**src/hw/rtl/aext_pkg.sv**
```systemverilog
// ----------------------------------------------------------------------------
// aext_pkg
// Shared types, codes and sizing constants for the advertising record
// extractor: parse phases, record and status codes, and the result word.
// ----------------------------------------------------------------------------
package aext_pkg;

	// Report and entry geometry
	localparam int MAX_REPORT_BYTES = 1650;
	localparam int ENTRY_STRIDE     = 7;
	localparam int POS_W            = $clog2(MAX_REPORT_BYTES + 1);
	localparam int OFF_W            = $clog2(ENTRY_STRIDE);
	// ID bytes an entry carries, and the zero fill below them
	localparam int ENTRY_GOT        = (ENTRY_STRIDE - 1 < 5) ? (ENTRY_STRIDE - 1) : 5;
	localparam int ENTRY_PAD_BITS   = 8 * (5 - ENTRY_GOT);
	localparam int BEACON_ID_BYTES  = 16;

	// Result queue
	localparam int FIFO_DEPTH = 4;
	localparam int FIFO_AW    = $clog2(FIFO_DEPTH);

	// Configuration register indexes
	localparam logic [1:0] REG_ID_PREFIX    = 2'd0;
	localparam logic [1:0] REG_SERVICE_UUID = 2'd1;
	localparam logic [1:0] REG_SERVICE_TYPE = 2'd2;
	localparam logic [1:0] REG_MAKER_TYPE   = 2'd3;

	// Configuration reset values
	localparam logic [23:0] ID_PREFIX_RST    = 24'h393530;
	localparam logic [15:0] SERVICE_UUID_RST = 16'h2AF5;
	localparam logic [7:0]  SERVICE_TYPE_RST = 8'h2A;
	localparam logic [7:0]  MAKER_TYPE_RST   = 8'hFF;

	// Record kinds
	localparam logic [1:0] KIND_BEACON     = 2'd0;
	localparam logic [1:0] KIND_EXTENDER   = 2'd1;
	localparam logic [1:0] KIND_CALIBRATOR = 2'd2;
	localparam logic [1:0] KIND_STATUS     = 2'd3;

	// Parse status codes
	localparam logic [1:0] STAT_BEACON  = 2'd0;
	localparam logic [1:0] STAT_ENTRIES = 2'd1;
	localparam logic [1:0] STAT_ERROR   = 2'd2;

	// Entry modes
	localparam logic [7:0] MODE_EXTENDER   = 8'd0;
	localparam logic [7:0] MODE_CALIBRATOR = 8'd1;

	typedef enum logic [2:0] {
		PH_LEN,
		PH_TYPE,
		PH_HDR0,
		PH_HDR1,
		PH_SKIP,
		PH_BEACON,
		PH_ENTRY
	} phase_t;

	typedef struct packed {
		logic svc;
		logic mfr;
		logic body;
	} hdr_flags_t;

	typedef struct packed {
		logic [1:0]        kind;
		logic [47:0]       school;
		logic [63:0]       head;
		logic [15:0]       tail;
		logic signed [7:0] level;
		logic [1:0]        status;
		logic              last;
	} result_t;

	// Up to two results per accepted byte, slot 0 first
	typedef struct packed {
		logic [1:0] count;
		result_t    r0;
		result_t    r1;
	} push_t;

	function automatic result_t status_result(input logic [1:0] status);
		result_t r;
		r        = '0;
		r.kind   = KIND_STATUS;
		r.status = status;
		r.last   = 1'b1;
		return r;
	endfunction

endpackage

```
**src/hw/rtl/aext_parser.sv**
```systemverilog
// ----------------------------------------------------------------------------
// aext_parser
// Holds the configuration and the parse state, and walks one payload byte
// per accepted word, producing zero, one or two results for that byte.
// ----------------------------------------------------------------------------
module aext_parser (
	input  logic                  clk,
	input  logic                  arst_n,
	input  logic                  cfg_we,
	input  logic [1:0]            cfg_index,
	input  logic [23:0]           cfg_wdata,
	input  logic                  accept,
	input  logic [7:0]            payload_byte,
	input  logic                  first_byte,
	input  logic                  last_byte,
	input  logic signed [7:0]     report_rssi,
	output aext_pkg::push_t       push
);

	logic [23:0] id_prefix_q;
	logic [15:0] service_uuid_q;
	logic [7:0]  service_type_q;
	logic [7:0]  maker_type_q;

	logic [aext_pkg::POS_W-1:0] pos_q, pos_d;
	logic [7:0]                 sleft_q, sleft_d;
	aext_pkg::phase_t           phase_q, phase_d;
	logic [63:0]                shift0_q, shift0_d;
	logic [63:0]                shift1_q, shift1_d;
	logic [7:0]                 mode_q, mode_d;
	logic [7:0]                 eleft_q, eleft_d;
	logic [aext_pkg::OFF_W-1:0] eoff_q, eoff_d;
	logic [7:0]                 elevel_q, elevel_d;
	logic                       done_q, done_d;
	aext_pkg::hdr_flags_t       flags_q, flags_d;

	aext_pkg::push_t push_c;

	// Configuration writes
	always_ff @(posedge clk or negedge arst_n) begin
		if (!arst_n) begin
			id_prefix_q    <= aext_pkg::ID_PREFIX_RST;
			service_uuid_q <= aext_pkg::SERVICE_UUID_RST;
			service_type_q <= aext_pkg::SERVICE_TYPE_RST;
			maker_type_q   <= aext_pkg::MAKER_TYPE_RST;
		end else if (cfg_we) begin
			case (cfg_index)
				aext_pkg::REG_ID_PREFIX:    id_prefix_q    <= cfg_wdata;
				aext_pkg::REG_SERVICE_UUID: service_uuid_q <= cfg_wdata[15:0];
				aext_pkg::REG_SERVICE_TYPE: service_type_q <= cfg_wdata[7:0];
				aext_pkg::REG_MAKER_TYPE:   maker_type_q   <= cfg_wdata[7:0];
				default: ;
			endcase
		end
	end

	// Next parse state and results for the incoming byte
	always_comb begin
		aext_pkg::result_t res;
		aext_pkg::phase_t  ph;
		logic [7:0]        cnt_n;
		logic [7:0]        left_n;
		logic [39:0]       id_bits;

		res     = '0;
		ph      = aext_pkg::PH_LEN;
		cnt_n   = '0;
		left_n  = '0;
		id_bits = '0;
		push_c  = '0;

		// a first byte restarts the report
		if (first_byte) begin
			pos_d    = '0;
			sleft_d  = '0;
			phase_d  = aext_pkg::PH_LEN;
			shift0_d = '0;
			shift1_d = '0;
			mode_d   = '0;
			eleft_d  = '0;
			eoff_d   = '0;
			elevel_d = '0;
			done_d   = 1'b0;
			flags_d  = '0;
		end else begin
			pos_d    = pos_q;
			sleft_d  = sleft_q;
			phase_d  = phase_q;
			shift0_d = shift0_q;
			shift1_d = shift1_q;
			mode_d   = mode_q;
			eleft_d  = eleft_q;
			eoff_d   = eoff_q;
			elevel_d = elevel_q;
			done_d   = done_q;
			flags_d  = flags_q;
		end

		if (!done_d) begin
			if (pos_d >= aext_pkg::POS_W'(aext_pkg::MAX_REPORT_BYTES)) begin
				// report too long
				push_c.r0    = aext_pkg::status_result(aext_pkg::STAT_ERROR);
				push_c.count = 2'd1;
				done_d       = 1'b1;
			end else begin
				pos_d = pos_d + 1'b1;

				// leave a finished non-manufacturer structure
				ph = phase_d;
				if ((ph == aext_pkg::PH_HDR0 || ph == aext_pkg::PH_HDR1 ||
				     ph == aext_pkg::PH_SKIP) && !flags_d.mfr && sleft_d == 8'd0)
					ph = aext_pkg::PH_LEN;
				phase_d = ph;

				case (ph)
					aext_pkg::PH_LEN: begin
						if (payload_byte == 8'd0) begin
							push_c.r0    = aext_pkg::status_result(aext_pkg::STAT_ERROR);
							push_c.count = 2'd1;
							done_d       = 1'b1;
						end else begin
							sleft_d = payload_byte;
							phase_d = aext_pkg::PH_TYPE;
						end
					end
					aext_pkg::PH_TYPE: begin
						if (sleft_d != 8'd0) sleft_d = sleft_d - 1'b1;
						flags_d.svc  = (payload_byte == service_type_q);
						flags_d.mfr  = (payload_byte == maker_type_q);
						flags_d.body = 1'b0;
						phase_d = (flags_d.svc || flags_d.mfr) ? aext_pkg::PH_HDR0
						                                      : aext_pkg::PH_SKIP;
					end
					aext_pkg::PH_HDR0: begin
						if (sleft_d >= 8'd2) flags_d.body = 1'b1;
						if (sleft_d != 8'd0) sleft_d = sleft_d - 1'b1;
						mode_d  = payload_byte;
						phase_d = aext_pkg::PH_HDR1;
					end
					aext_pkg::PH_HDR1: begin
						if (sleft_d != 8'd0) sleft_d = sleft_d - 1'b1;
						if (flags_d.svc && flags_d.body &&
						    mode_d == service_uuid_q[7:0] &&
						    payload_byte == service_uuid_q[15:8]) begin
							phase_d  = aext_pkg::PH_BEACON;
							eleft_d  = '0;
							shift0_d = '0;
							shift1_d = '0;
						end else if (flags_d.mfr) begin
							eleft_d = payload_byte;
							eoff_d  = '0;
							if (payload_byte == 8'd0) begin
								push_c.r0    = aext_pkg::status_result(aext_pkg::STAT_ENTRIES);
								push_c.count = 2'd1;
								done_d       = 1'b1;
							end else begin
								phase_d = aext_pkg::PH_ENTRY;
							end
						end else begin
							phase_d = aext_pkg::PH_SKIP;
						end
					end
					aext_pkg::PH_SKIP: begin
						if (sleft_d != 8'd0) sleft_d = sleft_d - 1'b1;
					end
					aext_pkg::PH_BEACON: begin
						// school bytes and last two student bytes go to shift0
						if (eleft_d < 8'd6 || eleft_d >= 8'd14)
							shift0_d = {shift0_d[55:0], payload_byte};
						else
							shift1_d = {shift1_d[55:0], payload_byte};
						cnt_n   = eleft_d + 1'b1;
						eleft_d = cnt_n;
						if (cnt_n >= 8'(aext_pkg::BEACON_ID_BYTES)) begin
							res.kind     = aext_pkg::KIND_BEACON;
							res.school   = shift0_d[63:16];
							res.head     = shift1_d;
							res.tail     = shift0_d[15:0];
							res.level    = report_rssi;
							res.status   = aext_pkg::STAT_BEACON;
							res.last     = 1'b0;
							push_c.r0    = res;
							push_c.r1    = aext_pkg::status_result(aext_pkg::STAT_BEACON);
							push_c.count = 2'd2;
							done_d       = 1'b1;
						end
					end
					aext_pkg::PH_ENTRY: begin
						if (eoff_d == '0) begin
							elevel_d = payload_byte;
							shift1_d = '0;
						end else if (8'(eoff_d) <= 8'd5) begin
							shift1_d = {shift1_d[55:0], payload_byte};
						end
						if (eoff_d >= aext_pkg::OFF_W'(aext_pkg::ENTRY_STRIDE - 1)) begin
							id_bits    = shift1_d[39:0] << aext_pkg::ENTRY_PAD_BITS;
							res.school = '0;
							res.head   = {id_prefix_q, id_bits};
							res.tail   = '0;
							res.level  = elevel_d;
							res.status = '0;
							res.last   = 1'b0;
							if (mode_d == aext_pkg::MODE_EXTENDER) begin
								res.kind     = aext_pkg::KIND_EXTENDER;
								push_c.r0    = res;
								push_c.count = 2'd1;
							end else if (mode_d == aext_pkg::MODE_CALIBRATOR) begin
								res.kind     = aext_pkg::KIND_CALIBRATOR;
								push_c.r0    = res;
								push_c.count = 2'd1;
							end
							eoff_d = '0;
							left_n = (eleft_d != 8'd0) ? (eleft_d - 1'b1) : eleft_d;
							eleft_d = left_n;
							if (left_n == 8'd0) begin
								if (push_c.count == 2'd0)
									push_c.r0 = aext_pkg::status_result(aext_pkg::STAT_ENTRIES);
								else
									push_c.r1 = aext_pkg::status_result(aext_pkg::STAT_ENTRIES);
								push_c.count = push_c.count + 1'b1;
								done_d       = 1'b1;
							end
						end else begin
							eoff_d = eoff_d + 1'b1;
						end
					end
					default: begin
						phase_d = aext_pkg::PH_LEN;
					end
				endcase

				// report ended before any finishing structure
				if (last_byte && !done_d) begin
					if (push_c.count == 2'd0)
						push_c.r0 = aext_pkg::status_result(aext_pkg::STAT_ERROR);
					else
						push_c.r1 = aext_pkg::status_result(aext_pkg::STAT_ERROR);
					push_c.count = push_c.count + 1'b1;
					done_d       = 1'b1;
				end
			end
		end
	end

	// Advance parse state on each accepted word
	always_ff @(posedge clk or negedge arst_n) begin
		if (!arst_n) begin
			pos_q    <= '0;
			sleft_q  <= '0;
			phase_q  <= aext_pkg::PH_LEN;
			shift0_q <= '0;
			shift1_q <= '0;
			mode_q   <= '0;
			eleft_q  <= '0;
			eoff_q   <= '0;
			elevel_q <= '0;
			done_q   <= 1'b0;
			flags_q  <= '0;
		end else if (accept) begin
			pos_q    <= pos_d;
			sleft_q  <= sleft_d;
			phase_q  <= phase_d;
			shift0_q <= shift0_d;
			shift1_q <= shift1_d;
			mode_q   <= mode_d;
			eleft_q  <= eleft_d;
			eoff_q   <= eoff_d;
			elevel_q <= elevel_d;
			done_q   <= done_d;
			flags_q  <= flags_d;
		end
	end

	// Only push on an accepted word
	always_comb begin
		push = push_c;
		if (!accept) push.count = 2'd0;
	end

endmodule

```
**src/hw/rtl/aext_fifo.sv**
```systemverilog
// ----------------------------------------------------------------------------
// aext_fifo
// Small result queue: takes up to two results per cycle, hands out one per
// cycle, and reports room for two more.
// ----------------------------------------------------------------------------
module aext_fifo (
	input  logic              clk,
	input  logic              arst_n,
	input  aext_pkg::push_t   push,
	input  logic              pop,
	output aext_pkg::result_t head,
	output logic              not_empty,
	output logic              room
);

	aext_pkg::result_t mem_q [aext_pkg::FIFO_DEPTH];

	logic [aext_pkg::FIFO_AW-1:0] wr_ptr_q;
	logic [aext_pkg::FIFO_AW-1:0] rd_ptr_q;
	logic [aext_pkg::FIFO_AW:0]   count_q;
	logic [aext_pkg::FIFO_AW-1:0] wr_next;
	logic                         do_pop;

	assign wr_next   = wr_ptr_q + 1'b1;
	assign not_empty = (count_q != '0);
	assign do_pop    = pop && not_empty;
	assign room      = (count_q <= (aext_pkg::FIFO_AW + 1)'(aext_pkg::FIFO_DEPTH - 2));
	assign head      = mem_q[rd_ptr_q];

	// Store incoming results
	always_ff @(posedge clk) begin
		if (push.count != 2'd0) mem_q[wr_ptr_q] <= push.r0;
		if (push.count == 2'd2) mem_q[wr_next]  <= push.r1;
	end

	// Track pointers and fill level
	always_ff @(posedge clk or negedge arst_n) begin
		if (!arst_n) begin
			wr_ptr_q <= '0;
			rd_ptr_q <= '0;
			count_q  <= '0;
		end else begin
			wr_ptr_q <= wr_ptr_q + aext_pkg::FIFO_AW'(push.count);
			if (do_pop) rd_ptr_q <= rd_ptr_q + 1'b1;
			count_q <= count_q + (aext_pkg::FIFO_AW + 1)'(push.count)
			         - (aext_pkg::FIFO_AW + 1)'(do_pop);
		end
	end

endmodule

```
**src/hw/rtl/adv_record_extractor.sv**
```systemverilog
// ----------------------------------------------------------------------------
// adv_record_extractor
// Walks advertising payload bytes, one per word, and emits beacon records,
// prefixed manufacturer entry records and one closing status per report.
//
//  channel  | direction | content
//  ---------+-----------+--------------------------------------------------
//  s_*      | in        | payload byte, report RSSI, first byte, last byte
//  m_*      | out       | record fields, record kind, run end
//  cfg_*    | in        | register writes, no read-back
//
// One byte is accepted per cycle whenever the result queue has room for two
// more results; a result is queued and shows on m_tvalid once at the head. Results
// drain at one per cycle, so m_tready low for long lets results pile up in the
// four-entry queue, and s_tready drops once fewer than two entries are free.
// Reset clears parse state, the queue and the registers to their defaults.
// ----------------------------------------------------------------------------
module adv_record_extractor (
	input  logic          clk,
	input  logic          arst_n,
	// configuration
	input  logic          cfg_we,
	input  logic [1:0]    cfg_index,
	input  logic [23:0]   cfg_wdata,
	// payload in
	input  logic          s_tvalid,
	output logic          s_tready,
	input  logic [15:0]   s_tdata,   // payload_byte[7:0], report_rssi[15:8]
	input  logic          s_tuser,   // first_byte
	input  logic          s_tlast,   // last_byte
	// records out
	output logic          m_tvalid,
	input  logic          m_tready,
	output logic [143:0]  m_tdata,   // school_code[47:0], student_head[111:48],
	                                 // student_tail[127:112], signal_level[135:128],
	                                 // parse_status[137:136], zero[143:138]
	output logic [1:0]    m_tuser,   // record_kind
	output logic          m_tlast    // run_last
);

	aext_pkg::push_t   push;
	aext_pkg::result_t head;
	logic              accept;
	logic              room;
	logic              not_empty;

	// Take a word only when two results fit
	assign s_tready = room;
	assign accept   = s_tvalid && room;

	aext_parser u_parser (
		.clk          (clk),
		.arst_n       (arst_n),
		.cfg_we       (cfg_we),
		.cfg_index    (cfg_index),
		.cfg_wdata    (cfg_wdata),
		.accept       (accept),
		.payload_byte (s_tdata[7:0]),
		.first_byte   (s_tuser),
		.last_byte    (s_tlast),
		.report_rssi  (s_tdata[15:8]),
		.push         (push)
	);

	aext_fifo u_fifo (
		.clk       (clk),
		.arst_n    (arst_n),
		.push      (push),
		.pop       (m_tready),
		.head      (head),
		.not_empty (not_empty),
		.room      (room)
	);

	// Pack the head result onto the output word
	assign m_tvalid = not_empty;
	assign m_tdata  = {6'd0, head.status, head.level, head.tail, head.head, head.school};
	assign m_tuser  = head.kind;
	assign m_tlast  = head.last;

endmodule
```
**config.mk**
```make
export PLATFORM = sky130hd
export DESIGN_NAME = adv_record_extractor
export DESIGN_NICKNAME = d
export VERILOG_FILES = /design/src/hw/rtl/aext_pkg.sv /design/src/hw/rtl/aext_parser.sv /design/src/hw/rtl/aext_fifo.sv /design/src/hw/rtl/adv_record_extractor.sv
export SDC_FILE = /design/constraint.sdc
export NUM_CORES = 2
export LEC_CHECK = 0
export BUFFER_PORTS_ARGS = -buffer_cell sky130_fd_sc_hd__buf_2
export CORE_MARGIN = 8
export CORE_UTILIZATION = 55
export CTS_CLUSTER_SIZE = 40
export DETAILED_ROUTE_END_ITERATION = 8
export GPL_TIMING_DRIVEN = 0
export HOLD_SLACK_MARGIN = 0.08
export PLACE_DENSITY = 0.79
export SETUP_SLACK_MARGIN = 0.02
export SYNTH_ARGS = -nofsm -noshare
export SYNTH_HDL_FRONTEND = slang
export SYNTH_SLANG_ARGS = --single-unit
```
**constraint.sdc**
```tcl
create_clock -name clk -period 4.5 [get_ports clk]
set_input_delay 0.225 -clock clk [delete_from_list [all_inputs] [get_ports clk]]
set_output_delay 0.225 -clock clk [all_outputs]
set_load 0.02 [all_outputs]
```
==> impl_metrics.ini <==
[yosys]
avgSynthCellArea_sq_um = 10.4
synthTopCellsByArea = dfxtp_1, dfrtp_1, a22o_1
synth_top_area_frac = 0.297
synth_top_family_by_area = compound AO/OA/AOI/OAI gates
synth_compound_area_frac = 0.241
synth-simple-area-share = 0.102
synth_edf_count = 20
synth-xor-area-share = 0.0112
yosysMostFrequentCell = dfxtp_1
ys.flop_type = dfxtp_1
yosys.cell_types.count = 81
synthAdderAreaFrac = 0.00634
syn_inst = 3522
yosys-top-cells-count = dfxtp_1, nand2_1, a22o_1
synth_mux_area_frac = 0.114
yosysTopAreaCell = dfxtp_1
ys_seq_area_frac = 0.480
syn-cell-area_sq_um = 36700
synth-seq-cells = 808
async_reset_ff_frac = 0.302
yosysWarnings = 0

[critical_path]
endpoint = u_fifo.mem_q[1][136]
max_stage_delay_ns = 0.57
cp-start-kind = flip-flop
worst_path_max_delay_cell = or4_4
crit_chain = clkbuf_4, or4_4, o21ai_0, a32o_2, and3_4, ha_1, buf_2, a21oi_4, ha_4, or4_4, nor2_1, o21ai_1, and3_1, buf_6, buf_6, buf_4, a22o_1
critPathKind = flip-flop to flip-flop
cp-end-kind = flip-flop
r2r_slack_ns = 0.10
timing.critical_path.fanout_max = 10
r2r_cells = 17
critPathArrivalTime_ns = 4.93
worst_ep_required_time_ns = 5.03
startpoint = u_parser.eleft_q[1]
r2r_end = u_fifo.mem_q[1][136]
timing.rr.start = u_parser.eleft_q[1]

[sta]
fin_ws_ns = 0.102
post-route-period-util = 0.977
worstMarginPinSlew_ns = 1.33
setup-tns-final_ns = 0
fmax_ghz = 0.227
fin_skew_ns = 0.0266
maxSlewViolCount = 0
min_period_ns = 4.40
hold_violations = 0
finalSetupViolations = 0
grt_setup_unrepaired = yes
relSlewSlack = 0.115

[routing]
wire_per_inst_um = 25.4
drc = 0
first_pass_iters = 8
via_count = 32200
wl_met2_um = 56400
top_layer_used = met5
via_per_inst = 6.72
drt-total-wl_um = 122000
met1Wirelength_um = 46400
drtIter0Drc = 4062
ant_nets = 0
wl_met3_um = 12200

[final_layout]
fill_cells = 4869
multi_input_area_sq_um = 18500
final_net_count = 3927
seq_area_sq_um = 17600
stdcell_count = 4791
antenna_cells = 0
syn2layout_area_growth_pct = 19.7
layout-drive-gt1-share = 0.237

[global_route]
grt_pass1_wl_um = 187000
grt.overflow.total = 0
antenna_found_initial = 2
grt_max_degree = 114
grt_pass1_vias = 31600
grt.total_usage = 0.313

[floorplanning]
die_area_sq_um = 75300
row_count = 94
initial_core_util = 0.557
fp.dieW_um = 274
core_area_sq_um = 65900
io_pins = 198
die_h_um = 274

[placement]
post-place-ws_ns = -2.64
dp.cells = 4584
portBuffers = 191
post-dp-hpwl_um = 81200
gp_congestion = 0.977

[power]
p_leak_uw = 0.0169
vdd_ir_drop_max_v = 0.000350
power_density_nw_per_um2 = 441

[cts]
clock_latency_ns = 0.64
tritoncts = built
cts_buffer_depth = 3
root_buffer = clkbuf_16
cts_max_level = 3
clkSinkCount = 808
cts_buffers = 84
clk_pin_slew_ns = 0.06

[run_status]
status = finished clean

[worst_hold_path]
whs_path_depth = 5
hold_class = primary input to flip-flop

[job]
maxCapViolCount = 0
## cell type report
type,count,area share
Buffer,335,0.0436
Clock buffer,110,0.0547
Clock inverter,43,0.0141
Inverter,35,0.00328
Multi-Input combinational cell,2345,0.421
Sequential cell,808,0.402
Tap cell,864,0.0246
Timing Repair Buffer,251,0.0368
## kinds of logic (layout without fill, tap and decap cells)
logic type / after synthesis / in the layout
AOI/OAI and AO/OA: 1202 / 1202
xor gates and xnor gates: 47 / 47
adders and majority gates: 18 / 18
buffers and inverters: 374 / 774
DFF: 808 / 808
muxes: 233 / 233
other: 1 / 6
and+or+nand+nor: 839 / 839
## repair_timing
action                                  in CTS  in global routing
resized for setup                          302                 97
hold buffers                                30                  0
endpoints found under the hold margin      291                  0
pin swaps                                   11                  3
endpoints found under the setup margin     777                662
gates cloned                                 0                  1
buffers inserted                            13                 14
## registers in the layout, summed over array words and instances, names as in the netlist
| name | count |
|---|---|
| u_parser.phase_q | 3 |
| u_parser.eoff_q | 3 |
| u_parser.eleft_q | 8 |
| u_parser.id_prefix_q | 24 |
| u_fifo.wr_ptr_q | 2 |
| u_parser.service_uuid_q | 16 |
| u_fifo.rd_ptr_q | 2 |
| u_parser.maker_type_q | 8 |
| u_fifo.count_q | 3 |
| u_parser.pos_q | 11 |
| u_parser.service_type_q | 8 |
| u_parser.shift1_q | 64 |
| u_parser.mode_q | 8 |
| u_parser.done_q | 1 |
| u_parser.shift0_q | 64 |
| u_fifo.mem_q | 564 |
| u_parser.elevel_q | 8 |
| u_parser.flags_q | 3 |
| u_parser.sleft_q | 8 |
## per-layer routing
metal | global-route usage | up-vias
met5 | 0 | -
met4 | 0.160 | 2
met3 | 0.0701 | 394
met2 | 0.495 | 1917
met1 | 0.402 | 16000
li1 | - | 13900
## worst min path at each step
stage / startpoint / to
after floorplan: arst_n / u_fifo.count_q[0]
after global placement: u_fifo.mem_q[3][36] / u_fifo.mem_q[3][36]
after detailed placement: arst_n / u_parser.service_uuid_q[14]
after CTS: s_tdata[8] / u_fifo.mem_q[3][3]
after global routing: s_tdata[8] / u_fifo.mem_q[3][3]
final: s_tdata[9] / u_fifo.mem_q[3][4]
## cells in the final DEF (no fill, tap or decap), types with 24 or more instances in the layout
master           n
clkbuf_1       139
or3_1           24
o22ai_1         40
clkbuf_2        42
inv_1           31
clkbuf_16       87
clkbuf_4        25
a21oi_2         49
nor3_1          31
a22oi_1         27
nand2_1        520
buf_2          223
a21oi_1        249
dfxtp_1        544
dfstp_2         30
nor2_1          77
mux4_2         141
nand3_1         46
a211oi_4        30
a22o_1         521
buf_1           31
o21ai_0         74
buf_4           51
buf_6           37
dlygate4sd3_1   30
mux2_2          59
xnor2_1         40
dfrtp_1        213
o2bb2ai_1       41
mux2i_1         32
## metrics by stage
stage           util  hold slack [ns]  instance area, sq um  power (uW)
2_1_floorplan      -          -0.0706                 36700       10400
3_3_place_gp   0.589            0.438                 38800       11500
3_5_place_dp   0.590           0.0778                 38800       11500
4_1_cts        0.661           0.0881                 43500       19300
5_1_grt        0.667            0.137                 43900       20000
6_report       0.667            0.103                 43900       19400
## where the power goes
| part | total [uW] | internal (uW) | switching (uW) |
|---|---|---|---|
| clock network | 7590 | 4580 | 3010 |
| logic | 4040 | 1380 | 2660 |
| registers | 7760 | 7510 | 245 |
## critical path, delay by kind of cell, from the launching register on
family,cells,cell delay (ns)
compound gates,5,0.88
fa+ha+maj,2,0.44
flops,1,0.35
simple gates,5,1.65
buf+inv,5,0.92
Note: power is estimated with default switching activity, not from simulation.
